File: src/rtl/bsco_pkg.sv
package bsco_pkg;

  localparam int CW   = 32;
  localparam int FB   = 16;
  localparam int SZW  = 31;
  localparam int PW   = 2 * SZW;
  localparam int HW   = PW - FB;
  localparam int HHW  = SZW - 1;
  localparam int WS   = HW + 4;
  localparam int HALF = (HW + 1) / 2;
  localparam int SQW  = 4 * HALF;
  localparam int SUMW = SQW + 2;
  localparam int NSQ  = 5;
  localparam int LAT  = 7;

  typedef enum logic [2:0] {
    REG_SPHERE_R  = 3'd0,
    REG_HALF_X    = 3'd1,
    REG_HALF_Y    = 3'd2,
    REG_HALF_Z    = 3'd3,
    REG_CAPSULE_R = 3'd4,
    REG_CAP_H     = 3'd5
  } reg_idx_e;

  typedef enum logic [1:0] {
    HIT_NONE   = 2'd0,
    HIT_SLAB   = 2'd1,
    HIT_SPHERE = 2'd2
  } hit_e;

  typedef struct packed {
    logic [SZW-1:0] sph_rad;
    logic [SZW-1:0] half_x;
    logic [SZW-1:0] half_y;
    logic [SZW-1:0] half_z;
    logic [SZW-1:0] capsule_r;
    logic [SZW-1:0] cap_h;
  } cfg_t;

endpackage

File: src/rtl/bsco_cfg_regs.sv
module bsco_cfg_regs
  import bsco_pkg::*;
(
  input  logic           clk_i,
  input  logic           rst_ni,
  input  logic           cfg_we_i,
  input  logic [2:0]     cfg_idx_i,
  input  logic [SZW-1:0] cfg_wdata_i,
  output cfg_t           cfg_o
);

  cfg_t cfg_q, cfg_d;

  always_comb begin
    cfg_d = cfg_q;
    if (cfg_we_i) begin
      unique case (cfg_idx_i)
        REG_SPHERE_R:  cfg_d.sph_rad   = cfg_wdata_i;
        REG_HALF_X:    cfg_d.half_x    = cfg_wdata_i;
        REG_HALF_Y:    cfg_d.half_y    = cfg_wdata_i;
        REG_HALF_Z:    cfg_d.half_z    = cfg_wdata_i;
        REG_CAPSULE_R: cfg_d.capsule_r = cfg_wdata_i;
        REG_CAP_H:     cfg_d.cap_h     = cfg_wdata_i;
        default: ;
      endcase
    end
  end

  always_ff @(posedge clk_i or negedge rst_ni) begin
    if (!rst_ni) begin
      cfg_q.sph_rad   <= SZW'(65536);
      cfg_q.half_x    <= SZW'(32768);
      cfg_q.half_y    <= SZW'(32768);
      cfg_q.half_z    <= SZW'(32768);
      cfg_q.capsule_r <= SZW'(65536);
      cfg_q.cap_h     <= SZW'(131072);
    end else begin
      cfg_q <= cfg_d;
    end
  end

  assign cfg_o = cfg_q;

endmodule

File: config.mk
export PLATFORM = sky130hd
export DESIGN_NAME = bsco_cfg_regs
export DESIGN_NICKNAME = d
export VERILOG_FILES = /design/src/rtl/bsco_pkg.sv /design/src/rtl/bsco_cfg_regs.sv
export SDC_FILE = /design/constraint.sdc
export NUM_CORES = 1
export LEC_CHECK = 0
export BUFFER_PORTS_ARGS = -buffer_cell sky130_fd_sc_hd__buf_2
export CAP_MARGIN = 40
export CORE_MARGIN = 2
export CORE_UTILIZATION = 35
export DETAILED_ROUTE_END_ITERATION = 10
export RECOVER_POWER = 25
export SETUP_SLACK_MARGIN = 0.1
export SLEW_MARGIN = 25
export SYNTH_ARGS = -nofsm -noshare
export SYNTH_HDL_FRONTEND = slang
export SYNTH_SLANG_ARGS = --single-unit
File: constraint.sdc
create_clock -name clk_i -period 1.2 [get_ports clk_i]
set_clock_uncertainty 0.15 [all_clocks]
set_input_delay 0.12 -clock clk_i [delete_from_list [all_inputs] [get_ports clk_i]]
set_output_delay 0.12 -clock clk_i [all_outputs]
set_load 0.05 [all_outputs]
# Word-level counts from Yosys, hierarchy flattened
# Index checks and enable logic that the tools add are counted.
[word_totals]
elab_cells = 18
out_inout_bits = 186
register_bits = 186
in_bits = 37
[op_classes]
reduce_logical = 7
n_eq_ne = 5
[ops]
columns = ["cell", "n"]
rows = [
  ["AND reduction 2 bit", 6],
  ["equality test 3 x 2 -> 1 bit (second input constant)", 2],
  ["equality test 3 bit (second input constant)", 2],
  ["equality test 3 x 1 -> 1 bit (second input constant)", 1],
  ["logical NOT 3 bit", 1],
]

# Longest topological paths before layout
[logic_depth]
ltp_word = 2
ltp_mapped = 3
mapped_depth_nobuf = 2

# Worst setup path after synthesis
# Ideal clock, no wire load.
[synth_path]
path_type = "input to register"
startpoint = "in cfg_idx_i[1]"
endpoint = "reg cfg_q (netlist bit cfg_o[155])"
arrival_time_ns = 0.985
required_time_ns = 0.925
setup_ns = 0.125
slack_ns = -0.060
path_buffers = 1
path_stages = 3
path_cell_list = "nor4b_4 -> buf_4 -> mux2_2"
[synth_via]
elab_chain_cells = 2
[synth_rtl]
columns = ["item", "line", "text"]
rows = [
  ["start, declared", "bsco_cfg_regs.sv:7", "input logic [2:0] cfg_idx_i,"],
  ["logical NOT 3 bit", "bsco_cfg_regs.sv:17", "unique case (cfg_idx_i)"],
  ["AND reduction 2 bit (no source line)", "n/a", ""],
  ["end signal, assigned", "bsco_cfg_regs.sv:38", "cfg_q <= cfg_d;"],
  ["end, declared", "bsco_cfg_regs.sv:12", "cfg_t cfg_q, cfg_d;"],
]
# Every way passes these cells.
# A chain may end at the register's enable or synchronous reset.

# Worst setup path in the final report
[layout_path]
startpoint = "reg cfg_q (netlist bit cfg_o[108])"
endpoint = "out cfg_o[108] (netlist bit)"
[layout_rtl]
columns = ["item", "line", "text"]
rows = [
  ["end, declared", "bsco_cfg_regs.sv:9", "output cfg_t cfg_o"],
]
# No word-level cell between the ends.

==> impl_results.md <==
- Outcome: finished, violations left
- Violated checks: negative setup slack
- Fmax: 715 MHz
- CP delay by family, top: flip-flops
- Post-route ant nets: 0
- Clock root cell: clkbuf_16
- Crit path buf inv count: 1
- Worst-path fanout max: 2
- Fin util: 60.6%
- Clk buf depth: 2
- Avg WL per Cell: 19.0 um
- H-tree levels: 4
- Core Region: 0.0195 mm2
- Worst-path clk slew: 0.07 ns
- Initial DRC Count: 121
- RSZ-0062 raised after global routing: true
- RR Startpoint: cfg_o[144]
- GP Congestion: 0.769
- Die area: 0.0211 mm2
- Largest net degree at the start of global routing: 42
- Die H: 145 um
- Mapped Cells: 396
- Synth Net Count: 433
- Setup crit start kind: flip-flop
- Syn. warnings: 0
- Area delta synth->final: 68.9%
- Worst hold path startpoint: cfg_idx_i[2]
- Nets@finish: 800
- Commonest cells after routing, fill and taps aside: 188 x buf_6, 116 x dfrtp_1, 95 x mux2_2, 90 x mux2_4, 90 x buf_4
- Mean post-synth cell area: 17.7 um2
- Mapped Area: 0.00700 mm2
- Critical path class: reg2out
- Num CTS Buffers: 17
- Worst-Margin Slew: 0.817 ns
- Max cap viols: 0
- Clock Latency Late Sink: 0.42 ns
- Max incr delay on CP: 0.56 ns
- Post-synth cell types: 10
- I/O pins: 223
- Fin. max-slew vios: 0
- Initial Util: 35.9%
- Crit. End Element: primary output
- Final-report setup violation count: 206
- Fin. Hold Viols: 0
- Crit path DAT: 1.13 ns
- Post-DP HPWL: 12500 um
- Leak: 5.51 nW
- Final critical-path share of the clock period: 117%
- Setup crit start: cfg_o[108]
- Critical Path RT: 0.93 ns
- CTS sink cnt: 186
- DR pass1 iterations: 4
- Post-DP Area: 0.00902 mm2
- Initial antenna violation count: 0
- Global-route wire length before repair: 30600 um
- DR vias: 4812
- Cell area power density: 2220 mW/mm2
- Total track usage: 18.5%
- CP max-delay cell: dfstp_2
- Final WL: 19700 um
- Layout cells sized above 1: 80.3%
- Final WS setup: -0.199 ns
- Remaining Overflow, GRT: 0
- Minimum clock period: 1.40 ns
- VDD IR max: 0.00112 V
- Die width: 145 um
- DRC viols: 0
- FF+latch count, synth: 186
- Commonest non-fill, non-tap cell in the layout: buf_6
- Post-synthesis sequential area ratio: 66.6%
- Vias in the first global route: 5279
- Via density: 4.62
- Max FFs per register: 186
- CP Cell Sequence: buf_8
- Relative slew slack: 45.5%
- IO Port Bufs: 222
- N_diodes: 0
- # rows: 51
- Finished Cell Area: 0.0118 mm2
- Worst hold path class: in2reg
- CTS tree: yes
==> worst paths after layout <==
path	cells after the start	endpoint	slack (ns)
max in group asynchronous	3	cfg_o[8]	-0.04
min in group asynchronous	2	cfg_o[156]	0.19
worst max-delay path	1	cfg_o[108]	-0.20
worst max register to register	3	cfg_o[144]	0.02
worst min register to register	1	cfg_o[185]	0.37
worst min-delay path	4	cfg_o[185]	0.17
==> synthesized netlist by cell type (all sizes together) <==
| cell | number | area [um2] |
|---|---|---|
| nor4b | 1 | 23.8 |
| buf | 18 | 154 |
| mux2 | 186 | 2090 |
| and4bb | 3 | 48.8 |
| dfstp | 6 | 158 |
| nand4b | 2 | 17.5 |
| dfrtp | 180 | 4500 |
==> where the power goes <==
group,switching (mW),total (mW),internal (mW)
Clock,2.38,5.56,3.18
Sequential,1.11,8.90,7.79
Combinational,6.69,11.8,5.08
Total,10.2,26.2,16.0
==> cell type report <==
cell class                      instances  area (um2)
Clock buffer                           21         460
Timing Repair Buffer                  366        3650
Clock inverter                         11         121
Tap cell                              265         332
Sequential cell                       186        4740
Fill cell                            1466        7700
Multi-Input combinational cell        192        2520
==> per-layer routing <==
metal,part of all wire [%],GRT usage (%)
met2,51,31.6
met4,1.7,5.93
met1,41,22.2
met3,6.1,5.89
met5,0,0
==> metrics by stage <==
step                setup TNS, ns  total power [mW]  hold WS [ns]  instances  worst slack (ns)
global route               -33.52              27.2         0.177       1041            -0.242
global placement           -38.22              17.4        -0.114        887            -0.300
finish                     -11.35              26.2         0.169       1041            -0.199
CTS                        -14.73              25.8      -0.00369       1002            -0.214
detailed placement         -42.06              17.5        -0.109        887            -0.316
floorplan                   -3.27              15.2        -0.326        396           -0.0595
==> timing repair <==
item / 4_1_cts / 5_1_grt
hold endpoints to repair: 372 / 0
hold buffers: 32 / 0
setup endpoints to repair: 186 / 203
gates resized for setup: 378 / 14
setup buffers: 51 / 39
==> cells by family (layout without fill, tap and decap cells) <==
kind of cell	count (synthesis)	after routing	share of synthesized area [%]
muxes	186	186	29.9
buffers and inverters	18	398	2.20
and+or+nand+nor	6	6	1.29
DFF	186	186	66.6
(Power assumes the default switching activity.)
